===== src/sv/assert_macros.svh =====
// Assertion helper macros for the shared segment table RTL.
// Included by modules that carry concurrent assertions; needs clk_i and rst_ni.
`ifndef ASSERT_MACROS_SVH
`define ASSERT_MACROS_SVH

// Clocked property, disabled while reset is asserted.
`define SST_ASSERT(name, prop, msg) \
  name: assert property (@(posedge clk_i) disable iff (!rst_ni) prop) else $error(msg);

// Implication checked at the same edge.
`define SST_IMPLY(name, ante, cons, msg) \
  name: assert property (@(posedge clk_i) disable iff (!rst_ni) (ante) |-> (cons)) \
    else $error(msg);

`endif


===== src/sv/sst_pkg.sv =====
// Package for the shared segment table: sizes, codes, record type, states.
// No dependencies; imported by shared_segment_table.
`timescale 1ns / 1ps

package sst_pkg;

  localparam int SLOTS = 32;
  localparam int IDXW  = $clog2(SLOTS);
  localparam int CNTW  = 16;
  localparam int PAGEW = 21;

  localparam logic [31:0]     WIN_BASE = 32'h4000_0000;
  localparam logic [CNTW-1:0] CNT_MAX  = '1;
  localparam logic [31:0]     KEY_PRIV = 32'hFFFF_FFFF;

  typedef enum logic [2:0] {
    ST_OK       = 3'd0,
    ST_NOTFOUND = 3'd1,
    ST_NOSLOT   = 3'd2,
    ST_NOMEM    = 3'd3,
    ST_INVALID  = 3'd4,
    ST_NOTASK   = 3'd5,
    ST_BUSY     = 3'd6
  } status_e;

  typedef enum logic [2:0] {
    ACT_GET    = 3'd0,
    ACT_ATTACH = 3'd1,
    ACT_DETACH = 3'd2,
    ACT_REMOVE = 3'd3,
    ACT_CTRL   = 3'd4
  } action_e;

  typedef enum logic [1:0] {
    S_IDLE,
    S_READ,
    S_SCAN,
    S_EXEC
  } state_e;

  typedef struct packed {
    logic [31:0]      key;
    logic [PAGEW-1:0] pages;
    logic [31:0]      phys;
    logic [CNTW-1:0]  cnt;
  } entry_t;

endpackage


===== src/sv/shared_segment_table.sv =====
// Shared memory segment table: request sequencer, slot scanner and record memory.
// Depends on sst_pkg and assert_macros.svh.
`timescale 1ns / 1ps
`include "assert_macros.svh"

// Channel   Direction  Handshake                         Payload
// request   in         start_i high while busy_o low     action_i .. dir_present_i
// result    out        done_o high for one cycle         status_o .. release_res_o
//
// Get and detach scan every slot through one compare unit, one slot per cycle
// from the record memory's single read port, and stop early on a hit. Attach,
// remove and control read one record. busy_o is high from acceptance until the
// result is registered, so one transaction is in flight at a time. Reset clears
// the slot valid bits at once, so no clearing pass is needed. The receiver cannot
// stall: done_o flags a result for exactly one cycle.

module shared_segment_table (
  input  logic                 clk_i,
  input  logic                 rst_ni,
  input  logic                 start_i,
  output logic                 busy_o,
  output logic                 done_o,
  input  logic [2:0]           action_i,
  input  logic signed [31:0]   key_i,
  input  logic [31:0]          size_bytes_i,
  input  logic                 create_i,
  input  logic [5:0]           segment_i,
  input  logic [31:0]          address_i,
  input  logic                 round_down_i,
  input  logic                 read_only_i,
  input  logic [31:0]          granted_base_i,
  input  logic                 task_present_i,
  input  logic                 dir_present_i,
  output logic [2:0]           status_o,
  output logic [4:0]           slot_o,
  output logic [31:0]          virt_addr_o,
  output logic [31:0]          phys_base_o,
  output logic [sst_pkg::PAGEW-1:0] page_count_o,
  output logic                 writable_o,
  output logic                 release_res_o
);
  import sst_pkg::*;

  // Sequencer state and the latched request.
  state_e state_q, state_d;
  logic [2:0]  action_q;
  logic [31:0] key_q, size_q, addr_q, granted_q;
  logic [5:0]  seg_q;
  logic        create_q, round_q, ro_q, task_q, dir_q;

  // Record memory and per-slot valid bits.
  entry_t            mem_q [SLOTS];
  logic [SLOTS-1:0]  valid_q;
  logic [IDXW-1:0]   rd_addr;
  entry_t            rd_data_q;
  logic              rd_vld_q;
  logic              mem_we;
  logic [IDXW-1:0]   mem_waddr;
  entry_t            mem_wdata;
  logic              set_valid, clr_valid;

  // Scanner: issue index, the index whose data is now on the read port, and
  // what the scan has found so far.
  logic [IDXW:0]   idx_q;
  logic            pend_q;
  logic [IDXW-1:0] pidx_q;
  logic            hit_q, free_found_q;
  logic [IDXW-1:0] hit_idx_q, free_idx_q;
  entry_t          ent_q;
  logic            scan_hit, scan_end;

  // Result registers.
  logic [2:0]       status_q, status_d;
  logic [4:0]       slot_q, slot_d;
  logic [31:0]      virt_q, virt_d, phys_q, phys_d;
  logic [PAGEW-1:0] pages_q, pages_d;
  logic             wr_q, wr_d, rel_q, rel_d, done_q;

  logic             accept;
  logic [IDXW-1:0]  seg_idx;
  logic             seg_ok;
  logic [33:0]      win_lo, win_hi;
  logic             in_range;
  logic [PAGEW-1:0] new_pages;
  logic [31:0]      att_addr;
  entry_t           cur;

  assign accept  = start_i && (state_q == S_IDLE);
  assign seg_idx = seg_q[IDXW-1:0];
  assign rd_addr = (state_q == S_SCAN) ? idx_q[IDXW-1:0] : seg_idx;

  // Window of the slot under test; the end is kept in 34 bits so it never wraps.
  assign win_lo   = {2'b00, WIN_BASE} + ({{(34-IDXW){1'b0}}, pidx_q} << 20);
  assign win_hi   = win_lo + ({{(34-PAGEW){1'b0}}, rd_data_q.pages} << 12);
  assign in_range = ({2'b00, addr_q} >= win_lo) && ({2'b00, addr_q} < win_hi);

  always_comb begin
    scan_hit = 1'b0;
    if (pend_q) begin
      if (action_q == ACT_GET) begin
        scan_hit = rd_vld_q && (rd_data_q.key == key_q) && (key_q != KEY_PRIV);
      end else begin
        scan_hit = rd_vld_q && in_range;
      end
    end
  end
  assign scan_end = !pend_q && (idx_q == (IDXW+1)'(SLOTS));

  // Zero-size requests become one page; otherwise round up to whole pages.
  assign new_pages = (size_q == '0) ? PAGEW'(1)
                   : PAGEW'(size_q[31:12]) + PAGEW'(|size_q[11:0]);

  // A segment index is good when it names an existing, valid slot.
  assign seg_ok = ({26'd0, seg_q} < SLOTS) && rd_vld_q;

  // Default window first, then optional page rounding.
  always_comb begin
    att_addr = (addr_q == '0) ? WIN_BASE + ({26'd0, seg_q} << 20) : addr_q;
    if (round_q) begin
      att_addr[11:0] = '0;
    end
  end

  assign cur = ((action_q == ACT_GET) || (action_q == ACT_DETACH)) ? ent_q : rd_data_q;

  // Next state, result and table updates.
  always_comb begin
    state_d   = state_q;
    status_d  = ST_OK;
    slot_d    = '0;
    virt_d    = '0;
    phys_d    = '0;
    pages_d   = '0;
    wr_d      = 1'b0;
    rel_d     = 1'b0;
    mem_we    = 1'b0;
    mem_waddr = seg_idx;
    mem_wdata = cur;
    set_valid = 1'b0;
    clr_valid = 1'b0;
    unique case (state_q)
      S_IDLE: begin
        if (start_i) begin
          if ((action_i == ACT_GET) || (action_i == ACT_DETACH)) begin
            state_d = S_SCAN;
          end else begin
            state_d = S_READ;
          end
        end
      end
      S_READ: begin
        state_d = S_EXEC;
      end
      S_SCAN: begin
        if (scan_hit || scan_end) begin
          state_d = S_EXEC;
        end
      end
      S_EXEC: begin
        state_d = S_IDLE;
        case (action_q)
          ACT_GET: begin
            if (hit_q) begin
              slot_d  = 5'(hit_idx_q);
              phys_d  = cur.phys;
              pages_d = cur.pages;
            end else if (!create_q) begin
              status_d = ST_NOTFOUND;
            end else if (!free_found_q) begin
              status_d = ST_NOSLOT;
            end else if (granted_q == '0) begin
              status_d = ST_NOMEM;
            end else begin
              slot_d          = 5'(free_idx_q);
              phys_d          = granted_q;
              pages_d         = new_pages;
              mem_we          = 1'b1;
              mem_waddr       = free_idx_q;
              mem_wdata.key   = key_q;
              mem_wdata.pages = new_pages;
              mem_wdata.phys  = granted_q;
              mem_wdata.cnt   = '0;
              set_valid       = 1'b1;
            end
          end
          ACT_ATTACH: begin
            slot_d = seg_q[4:0];
            if (!seg_ok) begin
              status_d = ST_INVALID;
            end else if (!task_q) begin
              status_d = ST_NOTASK;
            end else if (!dir_q) begin
              status_d = ST_INVALID;
            end else begin
              virt_d  = att_addr;
              phys_d  = cur.phys;
              pages_d = cur.pages;
              wr_d    = !ro_q;
              if (cur.cnt != CNT_MAX) begin
                mem_we        = 1'b1;
                mem_wdata.cnt = cur.cnt + CNTW'(1);
              end
            end
          end
          ACT_DETACH: begin
            if (hit_q) begin
              slot_d    = 5'(hit_idx_q);
              mem_waddr = hit_idx_q;
              if (cur.cnt != '0) begin
                mem_we        = 1'b1;
                mem_wdata.cnt = cur.cnt - CNTW'(1);
              end
            end else begin
              status_d = ST_INVALID;
            end
          end
          ACT_REMOVE: begin
            slot_d = seg_q[4:0];
            if (!seg_ok) begin
              status_d = ST_INVALID;
            end else if (cur.cnt != '0) begin
              status_d = ST_BUSY;
            end else begin
              phys_d    = cur.phys;
              pages_d   = cur.pages;
              rel_d     = 1'b1;
              clr_valid = 1'b1;
            end
          end
          default: begin
            // Control and the unused codes only check the slot.
            slot_d = seg_q[4:0];
            if (!seg_ok) begin
              status_d = ST_INVALID;
            end
          end
        endcase
      end
      default: begin
        state_d = S_IDLE;
      end
    endcase
  end

  always_ff @(posedge clk_i or negedge rst_ni) begin
    if (!rst_ni) begin
      state_q <= S_IDLE;
    end else begin
      state_q <= state_d;
    end
  end

  // Control registers: valid bits, scanner flags, result strobe.
  always_ff @(posedge clk_i or negedge rst_ni) begin
    if (!rst_ni) begin
      valid_q      <= '0;
      pend_q       <= 1'b0;
      idx_q        <= '0;
      hit_q        <= 1'b0;
      free_found_q <= 1'b0;
      done_q       <= 1'b0;
    end else begin
      done_q <= (state_q == S_EXEC);
      if (set_valid) begin
        valid_q[mem_waddr] <= 1'b1;
      end
      if (clr_valid) begin
        valid_q[seg_idx] <= 1'b0;
      end
      if (accept) begin
        idx_q        <= '0;
        pend_q       <= 1'b0;
        hit_q        <= 1'b0;
        free_found_q <= 1'b0;
      end else if (state_q == S_SCAN) begin
        pend_q <= (idx_q < (IDXW+1)'(SLOTS)) && !scan_hit;
        if (idx_q < (IDXW+1)'(SLOTS)) begin
          idx_q <= idx_q + (IDXW+1)'(1);
        end
        if (scan_hit) begin
          hit_q <= 1'b1;
        end
        if (pend_q && !rd_vld_q && !free_found_q) begin
          free_found_q <= 1'b1;
        end
      end
    end
  end

  // Payload registers.
  always_ff @(posedge clk_i) begin
    if (accept) begin
      action_q  <= action_i;
      key_q     <= key_i;
      size_q    <= size_bytes_i;
      create_q  <= create_i;
      seg_q     <= segment_i;
      addr_q    <= address_i;
      round_q   <= round_down_i;
      ro_q      <= read_only_i;
      granted_q <= granted_base_i;
      task_q    <= task_present_i;
      dir_q     <= dir_present_i;
    end
    if (state_q == S_SCAN) begin
      pidx_q <= idx_q[IDXW-1:0];
      if (scan_hit) begin
        hit_idx_q <= pidx_q;
        ent_q     <= rd_data_q;
      end
      if (pend_q && !rd_vld_q && !free_found_q) begin
        free_idx_q <= pidx_q;
      end
    end
    if (state_q == S_EXEC) begin
      status_q <= status_d;
      slot_q   <= slot_d;
      virt_q   <= virt_d;
      phys_q   <= phys_d;
      pages_q  <= pages_d;
      wr_q     <= wr_d;
      rel_q    <= rel_d;
    end
  end

  // Record memory: one write port, one registered read port.
  always_ff @(posedge clk_i) begin
    if (mem_we) begin
      mem_q[mem_waddr] <= mem_wdata;
    end
    rd_data_q <= mem_q[rd_addr];
    rd_vld_q  <= valid_q[rd_addr];
  end

  assign busy_o        = (state_q != S_IDLE);
  assign done_o        = done_q;
  assign status_o      = status_q;
  assign slot_o        = slot_q;
  assign virt_addr_o   = virt_q;
  assign phys_base_o   = phys_q;
  assign page_count_o  = pages_q;
  assign writable_o    = wr_q;
  assign release_res_o = rel_q;

  `SST_IMPLY(a_done_idle, done_o, !busy_o, "result strobe while busy")
  `SST_ASSERT(a_exec_done, (state_q == S_EXEC) |=> done_o, "execute step gave no result")
  `SST_IMPLY(a_rel_ok, done_o && release_res_o, status_o == ST_OK, "release without ok")
  `SST_ASSERT(a_accept_busy, (start_i && !busy_o) |=> busy_o, "accepted request not busy")

endmodule

===== config.mk =====
export PLATFORM = sky130hd
export DESIGN_NAME = shared_segment_table
export DESIGN_NICKNAME = d
export VERILOG_FILES = /design/src/sv/sst_pkg.sv /design/src/sv/shared_segment_table.sv
export VERILOG_INCLUDE_DIRS = /design/src /design/src/sv
export SDC_FILE = /design/constraint.sdc
export NUM_CORES = 2
export LEC_CHECK = 0
export ABC_AREA = 0
export BUFFER_PORTS_ARGS = -buffer_cell sky130_fd_sc_hd__buf_4
export CAP_MARGIN = 20
export CORE_MARGIN = 2
export CORE_UTILIZATION = 40
export CTS_CLUSTER_DIAMETER = 100
export DETAILED_ROUTE_END_ITERATION = 10
export PLACE_DENSITY = 0.55
export SLEW_MARGIN = 20
export SYNTH_ARGS = -nofsm -noshare
export SYNTH_HDL_FRONTEND = slang
export SYNTH_SLANG_ARGS = --single-unit

===== constraint.sdc =====
create_clock -name clk_i -period 10.9 [get_ports clk_i]
set_clock_uncertainty 0.15 [all_clocks]
set_input_delay 1.635 -clock clk_i [delete_from_list [all_inputs] [get_ports clk_i]]
set_output_delay 1.635 -clock clk_i [all_outputs]
set_load 0.03 [all_outputs]

Yosys cells after proc, flatten, opt, wreduce, memory -nomap -nowiden
Memory sizes are Yosys's and may differ from the RTL's. A register that Yosys moved wholly into a read port is not among the register bits.
Index checks and enable logic that the tools add are counted.
{"block": "word_totals", "regBits": 398, "wordCells": 219, "in_bits": 145, "ramBits": 3232, "out_inout_bits": 97, "romBits": 0, "latch_bits": 0, "mem_count": 1}
{"name": "mem_q", "depth": 32, "word_bits": 101, "rd": 1, "rd_clocked_by_memory_dff": 1, "wr": 1, "line_no": "shared_segment_table.sv:52", "rtl": "entry_t mem_q [SLOTS];"}
{"block": "classes", "order_cmp": 9, "muxes": 107, "n_eq_ne": 13, "div": 0, "addsub": 7, "bitwise": 7, "shift": 0, "n_mul": 0, "n_reduce_logical": 41}
{"op": "2-to-1 mux 101 bit", "n": 6}
{"op": "2-to-1 mux 32 bit", "n": 12}
{"op": "2-to-1 mux 21 bit", "n": 10}
{"op": "logical NOT 32 bit", "n": 3}
{"op": "2-to-1 mux 16 bit", "n": 6}
{"op": "case mux 32 bit (3 select lines)", "n": 1}
{"op": "2-to-1 mux 85 bit", "n": 1}
{"op": "case mux 21 bit (3 select lines)", "n": 1}
{"op": "2-to-1 mux 5 bit", "n": 12}
{"op": "case mux 16 bit (3 select lines)", "n": 1}
{"op": "adder 32 x 33 -> 34 bit", "n": 1}
{"op": "less-than comparator 32 x 34 -> 1 bit", "n": 1}
{"op": "adder 31 x 25 -> 32 bit (first input constant)", "n": 1}
{"op": "adder 31 x 26 -> 32 bit (first input constant)", "n": 1}
{"op": "AND 32 bit", "n": 1}
{"op": "equality test 32 bit", "n": 1}
{"op": ">= comparator 32 bit", "n": 1}
{"op": "2-to-1 mux 1 bit", "n": 32}
{"op": "!= test 32 bit (second input constant)", "n": 1}
{"op": "inverter 32 bit", "n": 1}
{"op": "OR 32 bit", "n": 1}
{"op": "adder 20 x 1 -> 21 bit", "n": 1}
{"op": "2-to-1 mux 3 bit", "n": 7}
{"op": "case mux 5 bit (2 select lines)", "n": 2}
{"op": "32 further kinds", "n": 79}

Longest topological paths before layout
{"block": "depth", "depth_word": 15, "mapped_depth": 16}

Least setup slack after synthesis
No wires, ideal clock.
{"block": "synth_path", "path_kind": "register to register", "from": "register state_q[1]", "to": "memory mem_q[0][0] in the netlist's numbering (enable)", "stages_incl_launch_ff": 9, "period_less_slack_ns": 9.562, "arrival_time_ns": 8.850, "n_path_buf": 0, "path_slack_ns": 1.338, "cell_sequence": "dfrtp_1 -> ha_1 -> inv_1 -> a211o_1 -> nor2_1 -> a21oi_1 -> a221oi_2 -> nand3_2 -> nor2_1"}
{"block": "synth_via", "elab_chain_cells": 4}
{"element": "from (decl)", "line_no": "shared_segment_table.sv:45", "rtl": "state_e state_q, state_d;"}
{"element": "from (signal assigned)", "line_no": "shared_segment_table.sv:249", "rtl": "state_q <= state_d;"}
{"element": "equality test 2 bit *", "line_no": "shared_segment_table.sv:141", "rtl": "unique case (state_q)"}
{"element": "2-to-1 mux 1 bit", "line_no": "shared_segment_table.sv:141"}
{"element": "2-to-1 mux 1 bit", "line_no": "shared_segment_table.sv:328", "rtl": "if (mem_we) begin"}
{"element": "2-to-1 mux 1 bit (implied by the code)", "line_no": "shared_segment_table.sv:329", "rtl": "mem_q[mem_waddr] <= mem_wdata;"}
{"element": "to (decl)", "line_no": "shared_segment_table.sv:52"}
Every way passes the cells marked *; elsewhere a longest branch is shown, timed or not.

Worst setup path after layout
{"block": "layout_path", "from": "register granted_q[20]", "to": "memory mem_q[27][81] in the netlist's numbering (enable)"}
{"block": "layout_via", "elab_chain_cells": 9}
{"element": "from (decl)", "line_no": "shared_segment_table.sv:47", "rtl": "logic [31:0] key_q, size_q, addr_q, granted_q;"}
{"element": "from (signal assigned)", "line_no": "shared_segment_table.sv:301", "rtl": "granted_q <= granted_base_i;"}
{"element": "logical NOT 32 bit *", "line_no": "shared_segment_table.sv:171", "rtl": "end else if (granted_q == '0) begin"}
{"element": "2-to-1 mux 1 bit", "line_no": "shared_segment_table.sv:171"}
{"element": "2-to-1 mux 1 bit", "line_no": "shared_segment_table.sv:169", "rtl": "end else if (!free_found_q) begin"}
{"element": "2-to-1 mux 1 bit", "line_no": "shared_segment_table.sv:167", "rtl": "end else if (!create_q) begin"}
{"element": "2-to-1 mux 1 bit", "line_no": "shared_segment_table.sv:163", "rtl": "if (hit_q) begin"}
{"element": "case mux 1 bit (3 select lines)", "line_no": "shared_segment_table.sv:161", "rtl": "case (action_q)"}
{"element": "2-to-1 mux 1 bit", "line_no": "shared_segment_table.sv:141"}
{"element": "2-to-1 mux 1 bit", "line_no": "shared_segment_table.sv:328"}
{"element": "2-to-1 mux 1 bit (implied by the code)", "line_no": "shared_segment_table.sv:329"}
Marks and branches as above.

==> impl_metrics.json <==
{
  "pin_count": 242,
  "hold_violations": 0,
  "ys_types": 90,
  "synth-warning-count": 0,
  "ctsResizeCount": 0,
  "hpwl_mm": 201,
  "drt_iter0_drc": 7921,
  "max_freq_mhz": 153,
  "relSlewSlack_pct": 22.3,
  "finalCriticalPeriod_ns": 6.52,
  "firstDrtPassIters": 6,
  "power_mw": 42.8,
  "cp-start-kind": "register",
  "antenna_left": 0,
  "tns_ns": 0,
  "largest_reg_flops": 3232,
  "dieArea_mm2": 0.367,
  "placed_area_mm2": 0.154,
  "grt_max_degree": 128,
  "ir_worst_vdd_uv": 223,
  "syn_area_mm2": 0.145,
  "path_max_fanout": 27,
  "grt_pass1_wl_mm": 558,
  "postCtsSetupBuffers": 0,
  "period_share_pct": 59.8,
  "wl_mm": 388,
  "fin_nets": 8230,
  "cts_tree": "yes",
  "powerDensity_mw_per_mm2": 256,
  "worstSetupPathType": "reg2reg",
  "io_buffers": 241,
  "clockBufferDepth": 4,
  "worst_ep_required_time_ns": 11.29,
  "grt_remaining_overflow": 0,
  "postCtsHoldBufs": 0,
  "die_height_um": 606,
  "clock-sinks": 3731,
  "regMostFlops": "mem_q",
  "area_delta_synth_final_pct": 15.4,
  "drv_slew": 0,
  "drc_errors": 0,
  "vias": 75200,
  "p_leak_nw": 54.1,
  "fp-row-count": 220,
  "tightestPinTransition_ns": 1.17,
  "setup_slack_ns": 4.38,
  "pre_cts_ws_ns": 4.39,
  "maxCapViolCount": 0,
  "path_clk_slew_ns": 0.06,
  "yosysSeqAreaShare_pct": 76.5,
  "outcome": "completed",
  "routed_via_density": 5.71,
  "synth_nets": 7846,
  "gp_congestion": 0.823,
  "ctsHtreeMaxLevel": 5,
  "synth_ff_type": "edfxtp_1",
  "clock_latency_ns": 0.97,
  "hp-class": "reg2reg",
  "root_buffer": "clkbuf_16",
  "postSynthAreaPerCell_um2": 18.9,
  "wl_per_cell_um": 29.5,
  "grt_util_all_layers_pct": 21.0,
  "reg.largest.list": "mem_q: 3232 flops, ent_q: 101 flops, rd_data_q: 101 flops",
  "grt_antenna_before_repair": 7,
  "async_flop_share_pct": 1.18,
  "drive_above_1_share_pct": 23.9,
  "synth-edff-count": 3585,
  "cp.arrival_ns": 6.91,
  "fp.dieW_um": 606,
  "fin_hold_ws_ns": 0.283,
  "finalSetupViolations": 0,
  "rsz0062_at_grt": "no",
  "cts_made_buffers": 393,
  "synth.ff_latch_count": 3731,
  "initial_core_util_pct": 40.2,
  "synthCells": 7661,
  "design.core.area_mm2": 0.360,
  "stdcell_area_mm2": 0.167,
  "worst_setup_path_end_kind": "register",
  "r2r_slack_ns": 4.38,
  "grt_pass1_vias": 76700
}
==> layout make-up <==
type                    count  area (um^2)
diodes                      4         10.0
clock buffers             519        10800
clock inverters           208         1980
fillers                 30000       193000
inverters                  33          124
multi-input cells        3469        33400
flip-flops and latches   3731       111000
well taps                4773         5970
repair buffers            417         3920
==> worst max-delay path, stage by stage (launching register included) <==
cell and delay, ns:
edfxtp_1 0.43, or4_1 0.54, nor2_1 0.35, a41oi_2 0.52
buf_4 0.37, a32oi_2 0.55, a221o_1 0.75, nand3_1 0.55
nor2_4 0.92, buf_4 0.42, buf_4 0.46
==> cells by family (layout without fill, tap and decap cells) <==
logic type | count (synthesis) | count (layout) | share of synthesized area [%]
fa+ha+maj | 40 | 40 | 0.351
other cells | 0 | 4 | 0
buf+inv | 461 | 1177 | 1.28
simple gates | 1986 | 1986 | 6.06
compound gates | 465 | 465 | 2.02
xor+xnor | 67 | 67 | 0.405
flops | 3731 | 3731 | 76.5
mux | 911 | 911 | 13.4
==> synthesized netlist by cell type, drive strengths merged, types with 5 or more instances <==
cell	n	area, um^2
inv	33	124
edfxtp	3585	108000
o22ai	26	163
xor2	21	184
mux2	8	90.1
a221oi	10	93.8
dfxtp	102	2040
ha	39	488
xnor2	46	403
nor3	22	121
o21ai	162	815
nand4	29	188
a21o	6	45.0
nand2	1067	4010
mux4	816	18400
and4	6	53.8
nor2b	8	50.1
dfrtp	44	1100
nor4	21	131
or3	8	55.1
or4	10	75.1
a41oi	37	332
nand3	546	2750
mux2i	87	875
a21oi	103	515
and2	39	249
or2	12	75.1
o211ai	10	75.1
a31oi	42	263
buf	145	654
nor2	174	653
a211oi	7	62.6
clkbuf	283	1070
o31ai	9	67.6
a221o	9	90.1
and3	15	93.8
or3b	8	70.1
a211o	5	43.8
==> cell usage in the layout, fill, tap and decap left out, types with 80 or more instances in the layout <==
| master | n |
|---|---|
| buf_4 | 359 |
| clkbuf_16 | 400 |
| nand2_1 | 1066 |
| clkbuf_1 | 80 |
| dfxtp_1 | 102 |
| nand3_1 | 541 |
| o21ai_1 | 85 |
| nor2_1 | 141 |
| edfxtp_1 | 3585 |
| mux4_2 | 816 |
==> report_power, final <==
part	internal, mW	switching, mW	total (mW)
clock	7.79	5.52	13.3
combinational	3.72	7.17	10.9
sequential	18.1	0.476	18.6
==> worst paths after layout <==
| check | start | end | depth (start not counted) |
|---|---|---|---|
| min reg2reg | rd_data_q[40] | ent_q[40] | 0 |
| max in group asynchronous | rst_ni | done_o | 1 |
| max reg2reg | granted_q[20] | mem_q[27][81] | 10 |
| max | granted_q[20] | mem_q[27][81] | 10 |
| min in group asynchronous | rst_ni | valid_q[24] | 1 |
| min | rd_data_q[40] | ent_q[40] | 0 |
==> metal layers <==
layer	part of all wire (%)	track usage (%)	vias up	routed length, um
met4	2.4	5.40	0	9480
met2	48	33.8	2658	185000
met1	43	30.0	40500	168000
li1	-	-	31500	-
met5	0	0	-	0
met3	6.6	3.06	492	25800
==> stage by stage <==
step                instances  utilization (%)
floorplan                7661                -
global placement        12400             42.8
detailed placement      12400             42.8
CTS                     13100             46.4
global route            13200             46.4
finish                  13200             46.4
Power figures use the tool's default switching activity.
